`src/adll_pkg.sv`:
```
// types, codes and microcode store of the array-based doubly linked list
package adll_pkg;

  localparam int OPC_W    = 3;
  localparam int STATUS_W = 2;
  localparam int STEP_W   = 4;

  typedef enum logic [OPC_W-1:0] {
    OP_APPEND     = 3'd0,
    OP_INS_BEFORE = 3'd1,
    OP_INS_AFTER  = 3'd2,
    OP_REMOVE     = 3'd3,
    OP_READ       = 3'd4
  } op_e;

  typedef enum logic [STATUS_W-1:0] {
    STAT_OK   = 2'd0,
    STAT_FULL = 2'd1,
    STAT_BAD  = 2'd2
  } status_e;

  // sequencing of one control word
  typedef enum logic [1:0] {
    SQ_ACCEPT  = 2'd0,  // wait for a request, then dispatch on opcode
    SQ_CHECK   = 2'd1,  // go on if the check passes, else report
    SQ_END     = 2'd2,  // commit and hand over the result
    SQ_RESTART = 2'd3   // back to idle
  } seq_e;

  typedef enum logic [1:0] {
    CK_NONE     = 2'd0,
    CK_FULL     = 2'd1,
    CK_FULL_POS = 2'd2,
    CK_POS      = 2'd3
  } chk_e;

  // memory write address sources
  typedef enum logic [2:0] {
    AD_NEW  = 3'd0,
    AD_POS  = 3'd1,
    AD_PRED = 3'd2,
    AD_SUCC = 3'd3,
    AD_TAIL = 3'd4
  } addr_e;

  // link value sources
  typedef enum logic [2:0] {
    LK_NONE = 3'd0,
    LK_NEW  = 3'd1,
    LK_POS  = 3'd2,
    LK_PRED = 3'd3,
    LK_SUCC = 3'd4,
    LK_TAIL = 3'd5,
    LK_FREE = 3'd6
  } link_e;

  typedef enum logic [1:0] {
    HD_KEEP            = 2'd0,
    HD_NEW_IF_NO_TAIL  = 2'd1,
    HD_NEW_IF_NO_PRED  = 2'd2,
    HD_SUCC_IF_NO_PRED = 2'd3
  } head_e;

  typedef enum logic [1:0] {
    TL_KEEP            = 2'd0,
    TL_NEW             = 2'd1,
    TL_NEW_IF_NO_SUCC  = 2'd2,
    TL_PRED_IF_NO_SUCC = 2'd3
  } tail_e;

  typedef enum logic [1:0] {
    CN_KEEP = 2'd0,
    CN_INC  = 2'd1,
    CN_DEC  = 2'd2
  } cnt_e;

  typedef enum logic [1:0] {
    FR_KEEP = 2'd0,
    FR_POP  = 2'd1,
    FR_PUSH = 2'd2
  } free_e;

  typedef enum logic [1:0] {
    SL_NONE = 2'd0,
    SL_NEW  = 2'd1,
    SL_POS  = 2'd2
  } slot_e;

  typedef logic [STEP_W-1:0] step_t;

  // microcode addresses
  localparam step_t ST_IDLE   = 4'd0;
  localparam step_t ST_REPORT = 4'd1;
  localparam step_t ST_APP1   = 4'd2;
  localparam step_t ST_APP2   = 4'd3;
  localparam step_t ST_IB1    = 4'd4;
  localparam step_t ST_IB2    = 4'd5;
  localparam step_t ST_IA1    = 4'd6;
  localparam step_t ST_IA2    = 4'd7;
  localparam step_t ST_RM1    = 4'd8;
  localparam step_t ST_RM2    = 4'd9;
  localparam step_t ST_RD1    = 4'd10;
  localparam step_t ST_RD2    = 4'd11;

  typedef struct packed {
    seq_e  seq;
    chk_e  chk;
    logic  nx_we;
    addr_e nx_addr;
    link_e nx_data;
    logic  pv_we;
    addr_e pv_addr;
    link_e pv_data;
    logic  pay_we;
    logic  use_we;
    addr_e use_addr;
    logic  use_val;
    head_e head;
    tail_e tail;
    cnt_e  cnt;
    free_e free;
    slot_e slot;
    logic  rd_out;
  } ctl_t;

  // condition inputs of the sequencer
  typedef struct packed {
    logic             accept;
    logic [OPC_W-1:0] opcode;
    logic             ok;
    logic             fire;
  } seq_cond_t;

  localparam ctl_t CTL_NOP = '{
    seq: SQ_RESTART, chk: CK_NONE,
    nx_we: 1'b0, nx_addr: AD_NEW, nx_data: LK_NONE,
    pv_we: 1'b0, pv_addr: AD_NEW, pv_data: LK_NONE,
    pay_we: 1'b0, use_we: 1'b0, use_addr: AD_NEW, use_val: 1'b0,
    head: HD_KEEP, tail: TL_KEEP, cnt: CN_KEEP, free: FR_KEEP,
    slot: SL_NONE, rd_out: 1'b0
  };

  // control store
  function automatic ctl_t ucode(step_t step);
    ctl_t w;
    w = CTL_NOP;
    unique case (step)
      ST_IDLE: begin
        w.seq = SQ_ACCEPT;
      end
      ST_REPORT: begin
        w.seq = SQ_END;
      end
      ST_APP1: begin
        w.seq = SQ_CHECK;     w.chk = CK_FULL;
        w.nx_we = 1'b1;       w.nx_addr = AD_NEW;  w.nx_data = LK_NONE;
        w.pv_we = 1'b1;       w.pv_addr = AD_NEW;  w.pv_data = LK_TAIL;
        w.pay_we = 1'b1;      w.use_we = 1'b1;     w.use_addr = AD_NEW;
        w.use_val = 1'b1;
      end
      ST_APP2: begin
        w.seq = SQ_END;
        w.nx_we = 1'b1;       w.nx_addr = AD_TAIL; w.nx_data = LK_NEW;
        w.head = HD_NEW_IF_NO_TAIL;                w.tail = TL_NEW;
        w.cnt = CN_INC;       w.free = FR_POP;     w.slot = SL_NEW;
      end
      ST_IB1: begin
        w.seq = SQ_CHECK;     w.chk = CK_FULL_POS;
        w.nx_we = 1'b1;       w.nx_addr = AD_NEW;  w.nx_data = LK_POS;
        w.pv_we = 1'b1;       w.pv_addr = AD_NEW;  w.pv_data = LK_PRED;
        w.pay_we = 1'b1;      w.use_we = 1'b1;     w.use_addr = AD_NEW;
        w.use_val = 1'b1;
      end
      ST_IB2: begin
        w.seq = SQ_END;
        w.nx_we = 1'b1;       w.nx_addr = AD_PRED; w.nx_data = LK_NEW;
        w.pv_we = 1'b1;       w.pv_addr = AD_POS;  w.pv_data = LK_NEW;
        w.head = HD_NEW_IF_NO_PRED;
        w.cnt = CN_INC;       w.free = FR_POP;     w.slot = SL_NEW;
      end
      ST_IA1: begin
        w.seq = SQ_CHECK;     w.chk = CK_FULL_POS;
        w.nx_we = 1'b1;       w.nx_addr = AD_NEW;  w.nx_data = LK_SUCC;
        w.pv_we = 1'b1;       w.pv_addr = AD_NEW;  w.pv_data = LK_POS;
        w.pay_we = 1'b1;      w.use_we = 1'b1;     w.use_addr = AD_NEW;
        w.use_val = 1'b1;
      end
      ST_IA2: begin
        w.seq = SQ_END;
        w.nx_we = 1'b1;       w.nx_addr = AD_POS;  w.nx_data = LK_NEW;
        w.pv_we = 1'b1;       w.pv_addr = AD_SUCC; w.pv_data = LK_NEW;
        w.tail = TL_NEW_IF_NO_SUCC;
        w.cnt = CN_INC;       w.free = FR_POP;     w.slot = SL_NEW;
      end
      ST_RM1: begin
        w.seq = SQ_CHECK;     w.chk = CK_POS;
        w.nx_we = 1'b1;       w.nx_addr = AD_PRED; w.nx_data = LK_SUCC;
        w.pv_we = 1'b1;       w.pv_addr = AD_SUCC; w.pv_data = LK_PRED;
        w.use_we = 1'b1;      w.use_addr = AD_POS; w.use_val = 1'b0;
      end
      ST_RM2: begin
        w.seq = SQ_END;
        w.nx_we = 1'b1;       w.nx_addr = AD_POS;  w.nx_data = LK_FREE;
        w.head = HD_SUCC_IF_NO_PRED;               w.tail = TL_PRED_IF_NO_SUCC;
        w.cnt = CN_DEC;       w.free = FR_PUSH;    w.slot = SL_POS;
      end
      ST_RD1: begin
        w.seq = SQ_CHECK;     w.chk = CK_POS;
      end
      ST_RD2: begin
        w.seq = SQ_END;       w.slot = SL_POS;     w.rd_out = 1'b1;
      end
      default: begin
        w = CTL_NOP;
      end
    endcase
    return w;
  endfunction

  // entry point of each operation's routine
  function automatic step_t dispatch(logic [OPC_W-1:0] opcode);
    step_t s;
    s = ST_REPORT;
    unique case (op_e'(opcode))
      OP_APPEND:     s = ST_APP1;
      OP_INS_BEFORE: s = ST_IB1;
      OP_INS_AFTER:  s = ST_IA1;
      OP_REMOVE:     s = ST_RM1;
      OP_READ:       s = ST_RD1;
      default:       s = ST_REPORT;
    endcase
    return s;
  endfunction

endpackage

```
`src/array_doubly_linked_list.sv`:
```
// doubly linked list in a fixed node pool with a free chain, microcoded control
//
// A request carries an opcode (append, insert before, insert after, remove,
// read), a slot position and a payload; every request gives exactly one
// result with status, the slot allocated, removed or read, the read slot's
// payload and links, and the head, tail and node count after the request.
// "None" in any slot field is the value NODES. A full list or a position
// that is not in the list gives a status and leaves everything unchanged.
// Timing: a request is taken in the idle step; append, both inserts, remove
// and read then run a check step and an end step, an unused opcode only the
// report step. Two steps are needed for the link memories: each has one write
// port and an insert touches two links in each, a remove two next links, so
// two write steps follow the reads done on the accept edge. A new request is
// taken while the previous result still waits in the output register; the
// last step of a routine holds until that register is free. Storage is
// plain memories with registered reads; no clearing pass runs after reset:
// a fill mark tells slots never yet allocated, which stand in free order.
module array_doubly_linked_list
  import adll_pkg::*;
#(
  parameter int NODES     = 64,
  parameter int DATA_BITS = 32,
  localparam int IDX_W    = $clog2(NODES),
  localparam int LINK_W   = $clog2(NODES + 1),
  localparam int IN_BITS  = OPC_W + IDX_W + DATA_BITS,
  localparam int IN_W     = ((IN_BITS + 7) / 8) * 8,
  localparam int OUT_BITS = STATUS_W + 6 * LINK_W + DATA_BITS,
  localparam int OUT_W    = ((OUT_BITS + 7) / 8) * 8
) (
  input  logic             clk_i,
  input  logic             rst_ni,
  input  logic             s_axis_tvalid,
  output logic             s_axis_tready,
  // opcode, position, payload; zero padding above
  input  logic [IN_W-1:0]  s_axis_tdata,
  output logic             m_axis_tvalid,
  input  logic             m_axis_tready,
  // status, slot, payload_out, next_slot, prev_slot, first_slot, last_slot,
  // count; zero padding above
  output logic [OUT_W-1:0] m_axis_tdata
);

  localparam logic [LINK_W-1:0] NONE_LINK = LINK_W'(NODES);

  // request fields
  logic [OPC_W-1:0]     in_op;
  logic [IDX_W-1:0]     in_pos;
  logic [DATA_BITS-1:0] in_pay;

  assign in_op  = s_axis_tdata[OPC_W-1:0];
  assign in_pos = s_axis_tdata[OPC_W +: IDX_W];
  assign in_pay = s_axis_tdata[OPC_W + IDX_W +: DATA_BITS];

  // sequencer
  ctl_t      ctl;
  seq_cond_t cond;

  adll_seq u_seq (
    .clk_i  (clk_i),
    .rst_ni (rst_ni),
    .cond_i (cond),
    .ctl_o  (ctl)
  );

  // list state
  logic [LINK_W-1:0] head_q, head_d;
  logic [LINK_W-1:0] tail_q, tail_d;
  logic [LINK_W-1:0] free_q, free_d;   // head of the free chain
  logic [LINK_W-1:0] fill_q, fill_d;   // slots at or above it never allocated
  logic [LINK_W-1:0] count_q, count_d;
  status_e           status_q;

  // request held for the routine
  logic [IDX_W-1:0]     pos_q;
  logic [DATA_BITS-1:0] data_q;

  // memories and their registered read data
  logic [LINK_W-1:0]    next_mem [NODES];
  logic [LINK_W-1:0]    prev_mem [NODES];
  logic [DATA_BITS-1:0] pay_mem  [NODES];
  logic                 used_mem [NODES];

  logic [LINK_W-1:0]    nxp_q;   // successor of the position
  logic [LINK_W-1:0]    prp_q;   // predecessor of the position
  logic [LINK_W-1:0]    nxf_q;   // link behind the free head
  logic [DATA_BITS-1:0] payr_q;
  logic                 used_q;

  // output register
  logic             out_valid_q;
  logic [OUT_W-1:0] out_q;

  // handshake and step control
  logic    accept;
  logic    go;
  logic    finish;
  logic    full;
  logic    listed;
  logic    ok;
  status_e chk_status;

  logic [LINK_W-1:0] pos_s;

  assign pos_s         = LINK_W'(pos_q);
  assign s_axis_tready = (ctl.seq == SQ_ACCEPT);
  assign accept        = s_axis_tvalid && s_axis_tready;
  // the final step of a routine waits for room in the output register
  assign go            = (ctl.seq != SQ_END) || !out_valid_q || m_axis_tready;
  assign finish        = (ctl.seq == SQ_END) && go;

  // checks are made on read data fetched on the accept edge
  assign full   = (count_q == NONE_LINK);
  assign listed = (pos_s < fill_q) && used_q;

  always_comb begin
    unique case (ctl.chk)
      CK_NONE:     chk_status = STAT_OK;
      CK_FULL:     chk_status = full ? STAT_FULL : STAT_OK;
      CK_FULL_POS: chk_status = full ? STAT_FULL : (listed ? STAT_OK : STAT_BAD);
      CK_POS:      chk_status = listed ? STAT_OK : STAT_BAD;
    endcase
  end

  assign ok = (chk_status == STAT_OK);

  assign cond.accept = accept;
  assign cond.opcode = in_op;
  assign cond.ok     = ok;
  assign cond.fire   = go;

  function automatic logic [LINK_W-1:0] pick_addr(
    addr_e             sel,
    logic [LINK_W-1:0] new_s,
    logic [LINK_W-1:0] pos_v,
    logic [LINK_W-1:0] pred_s,
    logic [LINK_W-1:0] succ_s,
    logic [LINK_W-1:0] tail_s
  );
    logic [LINK_W-1:0] a;
    unique case (sel)
      AD_NEW:  a = new_s;
      AD_POS:  a = pos_v;
      AD_PRED: a = pred_s;
      AD_SUCC: a = succ_s;
      AD_TAIL: a = tail_s;
      default: a = new_s;
    endcase
    return a;
  endfunction

  function automatic logic [LINK_W-1:0] pick_link(
    link_e             sel,
    logic [LINK_W-1:0] new_s,
    logic [LINK_W-1:0] pos_v,
    logic [LINK_W-1:0] pred_s,
    logic [LINK_W-1:0] succ_s,
    logic [LINK_W-1:0] tail_s,
    logic [LINK_W-1:0] free_s
  );
    logic [LINK_W-1:0] v;
    unique case (sel)
      LK_NONE: v = NONE_LINK;
      LK_NEW:  v = new_s;
      LK_POS:  v = pos_v;
      LK_PRED: v = pred_s;
      LK_SUCC: v = succ_s;
      LK_TAIL: v = tail_s;
      LK_FREE: v = free_s;
      default: v = NONE_LINK;
    endcase
    return v;
  endfunction

  // write ports; the new slot is always the free head
  logic [LINK_W-1:0] nx_wa, nx_wd, pv_wa, pv_wd, use_wa;
  logic              nx_we, pv_we, pay_we, use_we;

  assign nx_wa  = pick_addr(ctl.nx_addr, free_q, pos_s, prp_q, nxp_q, tail_q);
  assign nx_wd  = pick_link(ctl.nx_data, free_q, pos_s, prp_q, nxp_q, tail_q, free_q);
  assign pv_wa  = pick_addr(ctl.pv_addr, free_q, pos_s, prp_q, nxp_q, tail_q);
  assign pv_wd  = pick_link(ctl.pv_data, free_q, pos_s, prp_q, nxp_q, tail_q, free_q);
  assign use_wa = pick_addr(ctl.use_addr, free_q, pos_s, prp_q, nxp_q, tail_q);

  // a link to "none" is never written through
  assign nx_we  = ctl.nx_we  && ok && go && (nx_wa != NONE_LINK);
  assign pv_we  = ctl.pv_we  && ok && go && (pv_wa != NONE_LINK);
  assign pay_we = ctl.pay_we && ok && go;
  assign use_we = ctl.use_we && ok && go && (use_wa != NONE_LINK);

  always_ff @(posedge clk_i) begin
    if (nx_we) next_mem[nx_wa[IDX_W-1:0]] <= nx_wd;
    if (accept) begin
      nxp_q <= next_mem[in_pos];
      nxf_q <= next_mem[free_q[IDX_W-1:0]];
    end
  end

  always_ff @(posedge clk_i) begin
    if (pv_we) prev_mem[pv_wa[IDX_W-1:0]] <= pv_wd;
    if (accept) prp_q <= prev_mem[in_pos];
  end

  always_ff @(posedge clk_i) begin
    if (pay_we) pay_mem[free_q[IDX_W-1:0]] <= data_q;
    if (accept) payr_q <= pay_mem[in_pos];
  end

  always_ff @(posedge clk_i) begin
    if (use_we) used_mem[use_wa[IDX_W-1:0]] <= ctl.use_val;
    if (accept) used_q <= used_mem[in_pos];
  end

  always_ff @(posedge clk_i) begin
    if (accept) begin
      pos_q  <= in_pos;
      data_q <= in_pay;
    end
  end

  // head, tail, count and free chain move only when a routine finishes
  always_comb begin
    head_d  = head_q;
    tail_d  = tail_q;
    count_d = count_q;
    free_d  = free_q;
    fill_d  = fill_q;
    if (finish) begin
      unique case (ctl.head)
        HD_KEEP:            head_d = head_q;
        HD_NEW_IF_NO_TAIL:  if (tail_q == NONE_LINK) head_d = free_q;
        HD_NEW_IF_NO_PRED:  if (prp_q == NONE_LINK) head_d = free_q;
        HD_SUCC_IF_NO_PRED: if (prp_q == NONE_LINK) head_d = nxp_q;
      endcase
      unique case (ctl.tail)
        TL_KEEP:            tail_d = tail_q;
        TL_NEW:             tail_d = free_q;
        TL_NEW_IF_NO_SUCC:  if (nxp_q == NONE_LINK) tail_d = free_q;
        TL_PRED_IF_NO_SUCC: if (nxp_q == NONE_LINK) tail_d = prp_q;
      endcase
      unique case (ctl.cnt)
        CN_KEEP: count_d = count_q;
        CN_INC:  count_d = LINK_W'(count_q + 1'b1);
        CN_DEC:  count_d = LINK_W'(count_q - 1'b1);
        default: count_d = count_q;
      endcase
      unique case (ctl.free)
        FR_KEEP: free_d = free_q;
        FR_POP: begin
          // a never-used slot links on to the next one in order
          if (free_q == fill_q) begin
            free_d = LINK_W'(fill_q + 1'b1);
            fill_d = LINK_W'(fill_q + 1'b1);
          end else begin
            free_d = nxf_q;
          end
        end
        FR_PUSH: free_d = pos_s;
        default: free_d = free_q;
      endcase
    end
  end

  always_ff @(posedge clk_i or negedge rst_ni) begin
    if (!rst_ni) begin
      head_q   <= NONE_LINK;
      tail_q   <= NONE_LINK;
      free_q   <= '0;
      fill_q   <= '0;
      count_q  <= '0;
      status_q <= STAT_OK;
    end else begin
      head_q  <= head_d;
      tail_q  <= tail_d;
      free_q  <= free_d;
      fill_q  <= fill_d;
      count_q <= count_d;
      if (accept) begin
        status_q <= STAT_OK;
      end else if (ctl.chk != CK_NONE) begin
        status_q <= chk_status;
      end
    end
  end

  // result assembly
  logic [LINK_W-1:0]    out_slot, out_next, out_prev;
  logic [DATA_BITS-1:0] out_pay;

  always_comb begin
    unique case (ctl.slot)
      SL_NONE: out_slot = NONE_LINK;
      SL_NEW:  out_slot = free_q;
      SL_POS:  out_slot = pos_s;
      default: out_slot = NONE_LINK;
    endcase
  end

  assign out_pay  = ctl.rd_out ? payr_q : '0;
  assign out_next = ctl.rd_out ? nxp_q : NONE_LINK;
  assign out_prev = ctl.rd_out ? prp_q : NONE_LINK;

  always_ff @(posedge clk_i or negedge rst_ni) begin
    if (!rst_ni) begin
      out_valid_q <= 1'b0;
    end else if (finish) begin
      out_valid_q <= 1'b1;
    end else if (m_axis_tready) begin
      out_valid_q <= 1'b0;
    end
  end

  always_ff @(posedge clk_i) begin
    if (finish) begin
      out_q <= OUT_W'({count_d, tail_d, head_d, out_prev, out_next, out_pay,
                       out_slot, status_q});
    end
  end

  assign m_axis_tvalid = out_valid_q;
  assign m_axis_tdata  = out_q;

`ifndef ASSERT_OFF
  // an empty list has neither head nor tail, a non-empty one has both
  a_empty_ends: assert property (@(posedge clk_i) disable iff (!rst_ni)
    ((count_q == '0) == (head_q == NONE_LINK)) &&
    ((count_q == '0) == (tail_q == NONE_LINK)))
    else $error("head/tail disagree with node count");

  // free head never points past the fill mark, and the count stays within it
  a_free_fill: assert property (@(posedge clk_i) disable iff (!rst_ni)
    (free_q <= fill_q) && (count_q <= fill_q))
    else $error("free head or count beyond fill mark");

  // while not full the free chain offers a real slot
  a_free_valid: assert property (@(posedge clk_i) disable iff (!rst_ni)
    (count_q != NONE_LINK) |-> (free_q != NONE_LINK))
    else $error("free chain empty while list not full");

  // each routine takes at least one step after the accept
  a_busy_after_accept: assert property (@(posedge clk_i) disable iff (!rst_ni)
    accept |=> !s_axis_tready)
    else $error("request taken back to back");
`endif

endmodule

```
`src/adll_seq.sv`:
```
// microcode sequencer: step counter, control store and jumps
module adll_seq
  import adll_pkg::*;
(
  input  logic      clk_i,
  input  logic      rst_ni,
  input  seq_cond_t cond_i,
  output ctl_t      ctl_o
);

  step_t step_q, step_d;

  assign ctl_o = ucode(step_q);

  always_comb begin
    step_d = step_q;
    unique case (ctl_o.seq)
      SQ_ACCEPT: begin
        if (cond_i.accept) step_d = dispatch(cond_i.opcode);
      end
      SQ_CHECK: begin
        step_d = cond_i.ok ? step_t'(step_q + 1'b1) : ST_REPORT;
      end
      SQ_END: begin
        if (cond_i.fire) step_d = ST_IDLE;
      end
      SQ_RESTART: begin
        step_d = ST_IDLE;
      end
    endcase
  end

  always_ff @(posedge clk_i or negedge rst_ni) begin
    if (!rst_ni) begin
      step_q <= ST_IDLE;
    end else begin
      step_q <= step_d;
    end
  end

endmodule
```
`config.mk`:
```
export PLATFORM = sky130hd
export DESIGN_NAME = array_doubly_linked_list
export DESIGN_NICKNAME = d
export VERILOG_FILES = /design/src/adll_pkg.sv /design/src/array_doubly_linked_list.sv /design/src/adll_seq.sv
export SDC_FILE = /design/constraint.sdc
export NUM_CORES = 2
export LEC_CHECK = 0
export ABC_AREA = 1
export CORE_MARGIN = 4
export CORE_UTILIZATION = 25
export DETAILED_ROUTE_END_ITERATION = 8
export DONT_BUFFER_PORTS = 1
export HOLD_SLACK_MARGIN = 0.15
export PLACE_DENSITY = 0.42
export SYNTH_ARGS = -nofsm -noshare
export SYNTH_HDL_FRONTEND = slang
export SYNTH_SLANG_ARGS = --single-unit
```
`constraint.sdc`:
```
create_clock -name clk_i -period 7.3 [get_ports clk_i]
set_clock_uncertainty 0.15 [all_clocks]
set_input_delay 2.19 -clock clk_i [delete_from_list [all_inputs] [get_ports clk_i]]
set_output_delay 2.19 -clock clk_i [all_outputs]
set_load 0.02 [all_outputs]
```
==> results.sh <==
export IMPL_run_status="finished, violations left"
export IMPL_failed_checks="slew limit"
export IMPL_fmax_mhz=162.9
export IMPL_setup_viol=0
export IMPL_synth_top_area_cell="edfxtp_1"
export IMPL_wirelength_um=465200
export IMPL_setup_tns_ns=0
export IMPL_vias=88660
export IMPL_relSlewSlack=-0.3014
export IMPL_cts_sinks=3218
export IMPL_synth_edf_count=3176
export IMPL_critical_path_class="reg2reg"
export IMPL_min_path_type="reg2reg"
export IMPL_num_rows=266
export IMPL_postCtsHoldBufs=0
export IMPL_cts_buffer_depth=4
export IMPL_dieWidth_um=735.7
export IMPL_antenna_left=0
export IMPL_grt_usage=0.1657
export IMPL_synthCells=11010
export IMPL_routedWlPerCell_um=25.58
export IMPL_cts_setup_buffers=0
export IMPL_synthTopCellsByCount="edfxtp_1, nor2_1, o21ai_0, nand2_1, nand3_1"
export IMPL_cts_made_buffers=357
export IMPL_drt_iter0_drc=8962
export IMPL_cts_htree_levels=5
export IMPL_syn2layout_area_growth_pct=15.58
export IMPL_fin_nets=11000
export IMPL_grt_pass1_vias=85070
export IMPL_required_ns=7.76
export IMPL_first_pass_iters=6
export IMPL_startpoint_type="flip-flop"
export IMPL_ys_warn_count=0
export IMPL_ios=134
export IMPL_ys_async_sr_fraction=0.01305
export IMPL_path_cells="inv_1 -> ha_1 -> nand2_2 -> inv_2 -> nor2_2 -> inv_2 -> nand2_1 -> nand2_2 -> nor2_2 -> nand2_1 -> nor2_4 -> buf_4"
export IMPL_synth_seq_cells=3218
export IMPL_crit_slowest_cell="nor2_4"
export IMPL_dieArea_um2=541200
export IMPL_grt_pass1_wl_um=657000
export IMPL_worst_path_buf_inv=4
export IMPL_synth_area_top_cells="edfxtp_1, o21ai_0, nor2_1, nand2_1, o22ai_1"
export IMPL_die_h_um=735.7
export IMPL_irDropWorstVdd_mv=0.4039
export IMPL_endpoint_kind="flip-flop"
export IMPL_rsz0062_at_grt="no"
export IMPL_cp_arrival_ns=6.60
export IMPL_grt_antenna_before_repair=28
export IMPL_start_util=0.2516
export IMPL_core_area_um2=526200
export IMPL_p_per_area_nw_per_um2=331.9
export IMPL_syn_area_um2=132400
export IMPL_slowest_delay_ns=1.18
export IMPL_hold_viol=0
export IMPL_ys_seq_area_frac=0.7284
export IMPL_yosysMostFrequentCell="edfxtp_1"
export IMPL_synth_top_cell_area_share=0.7205
export IMPL_vias_per_cell=4.875
export IMPL_place_hpwl_um=249300
export IMPL_tritoncts="done"
export IMPL_tightest_slew_ns=1.952
export IMPL_port_buffers=0
export IMPL_drive_above_1_share=0.08272
export IMPL_syn_area_per_cell_um2=12.03
export IMPL_crit_fanout=66
export IMPL_power_total_mw=50.77
export IMPL_critPathTopFamily="simple AND/OR/NAND/NOR gates"
export IMPL_grt_ovfl_total=0
export IMPL_fin_util=0.2908
export IMPL_ys_types=54
export IMPL_synth_ff_type="edfxtp_1"
export IMPL_maxCapViolations=0
export IMPL_gp_congestion=0.8148
export IMPL_fin_crit_sh=0.8411
export IMPL_insertion_delay_ns=0.98
export IMPL_finalCriticalPeriod_ns=6.140
export IMPL_grt_max_degree=380
export IMPL_clkSlewWorstSetupHoldPaths_ns=0.06
export IMPL_p_leak_nw=49.19
export IMPL_drc=0
export IMPL_finalMaxSlewViolations=190
export IMPL_cts_root_buf="clkbuf_16"
export IMPL_cts_resized=0
[sequential cells by signal, summed over array words and instances (netlist names), 6 cells and up]
signal	cells
pay_mem	2048
next_mem	448
prev_mem	448
m_axis_tdata	76
used_mem	64
data_q	32
payr_q	32
count_q	7
fill_q	7
free_q	7
head_q	7
nxf_q	7
nxp_q	7
prp_q	7
tail_q	7
pos_q	6
[area by class of cell]
cell class / instances / area [um2]
inverter: 301 / 1174
sequential: 3218 / 96430
clock inverter: 194 / 1819
fill: 53600 / 373200
timing repair buffer: 288 / 3035
tap: 6968 / 8718
clock buffer: 445 / 9359
antenna: 12 / 30.03
multi-input combinational: 6760 / 32430
[stage by stage]
stage,std cells,setup WS (ns),hold slack [ns],cell area (um2)
global route,18180,1.003,0.3838,153000
finish,18190,1.160,0.3741,153000
global placement,17530,0.02853,0.3862,141800
detailed placement,17530,0.004994,0.3581,141800
CTS,18170,1.126,0.3705,152900
floorplan,11010,0.5144,0.2753,132400
[layout by cell type (no fill, tap or decap), types with 37 or more instances in the layout]
cell	Yosys	layout
nand3_1	714	712
clkinv_2	0	67
clkinv_1	5	78
a22oi_1	61	61
o22ai_1	689	689
and2_1	37	37
nor2_4	3	68
dfrtp_1	40	40
buf_4	15	223
a21oi_1	159	159
clkbuf_1	458	83
o21ai_0	1647	1647
clkbuf_16	0	361
inv_1	279	274
buf_12	0	57
edfxtp_1	3176	3176
nor2_1	1796	1731
nand2_1	1361	1360
o211ai_1	40	40
[path summary, 6_finish.rpt]
path / startpoint / endpoint / slack, ns / cells after the start
max: u_seq.step_q[0] / pay_mem[8][11] / 1.16 / 12
min: tail_q[6] / tail_q[6] / 0.37 / 2
max reg2reg: u_seq.step_q[0] / pay_mem[8][11] / 1.16 / 12
min reg2reg: tail_q[6] / tail_q[6] / 0.37 / 2
max in group asynchronous: rst_ni / head_q[6] / 6.03 / 0
min in group asynchronous: rst_ni / head_q[5] / 0.75 / 0
[power by group]
| group | switching, mW | total, mW | internal, mW |
|---|---|---|---|
| registers | 0.638 | 23.9 | 23.2 |
| clock network | 7.66 | 17.7 | 10.1 |
| logic | 7.53 | 9.18 | 1.65 |
| total | 15.8 | 50.8 | 34.9 |
[tightest hold or removal path: cells and delay by family, from the launching register on]
family / cells / cell delay [ns]
DFF: 1 / 0.37
and+or+nand+nor: 2 / 0.14
[logic make-up after synthesis]
kind of cell / after synthesis / share of synthesized area
mux: 1 / 0.00007562
fa+ha+maj: 20 / 0.001947
buf+inv: 1033 / 0.03174
xor+xnor: 19 / 0.001257
compound gates: 2679 / 0.1116
flops: 3218 / 0.7284
simple gates: 4037 / 0.1249
other cells: 1 / 0.00002833
[layer usage]
metal / track usage / wire [um] / vias to the layer above / part of all wire
met5: 0 / 13 / - / 0.000028
met4: 0.04445 / 12860 / 2 / 0.028
met3: 0.01971 / 24840 / 677 / 0.053
met2: 0.2717 / 217200 / 2692 / 0.47
met1: 0.2315 / 210200 / 45270 / 0.45
li1: - / - / 40020 / -
No activity file was read; power rests on OpenSTA's default activity.
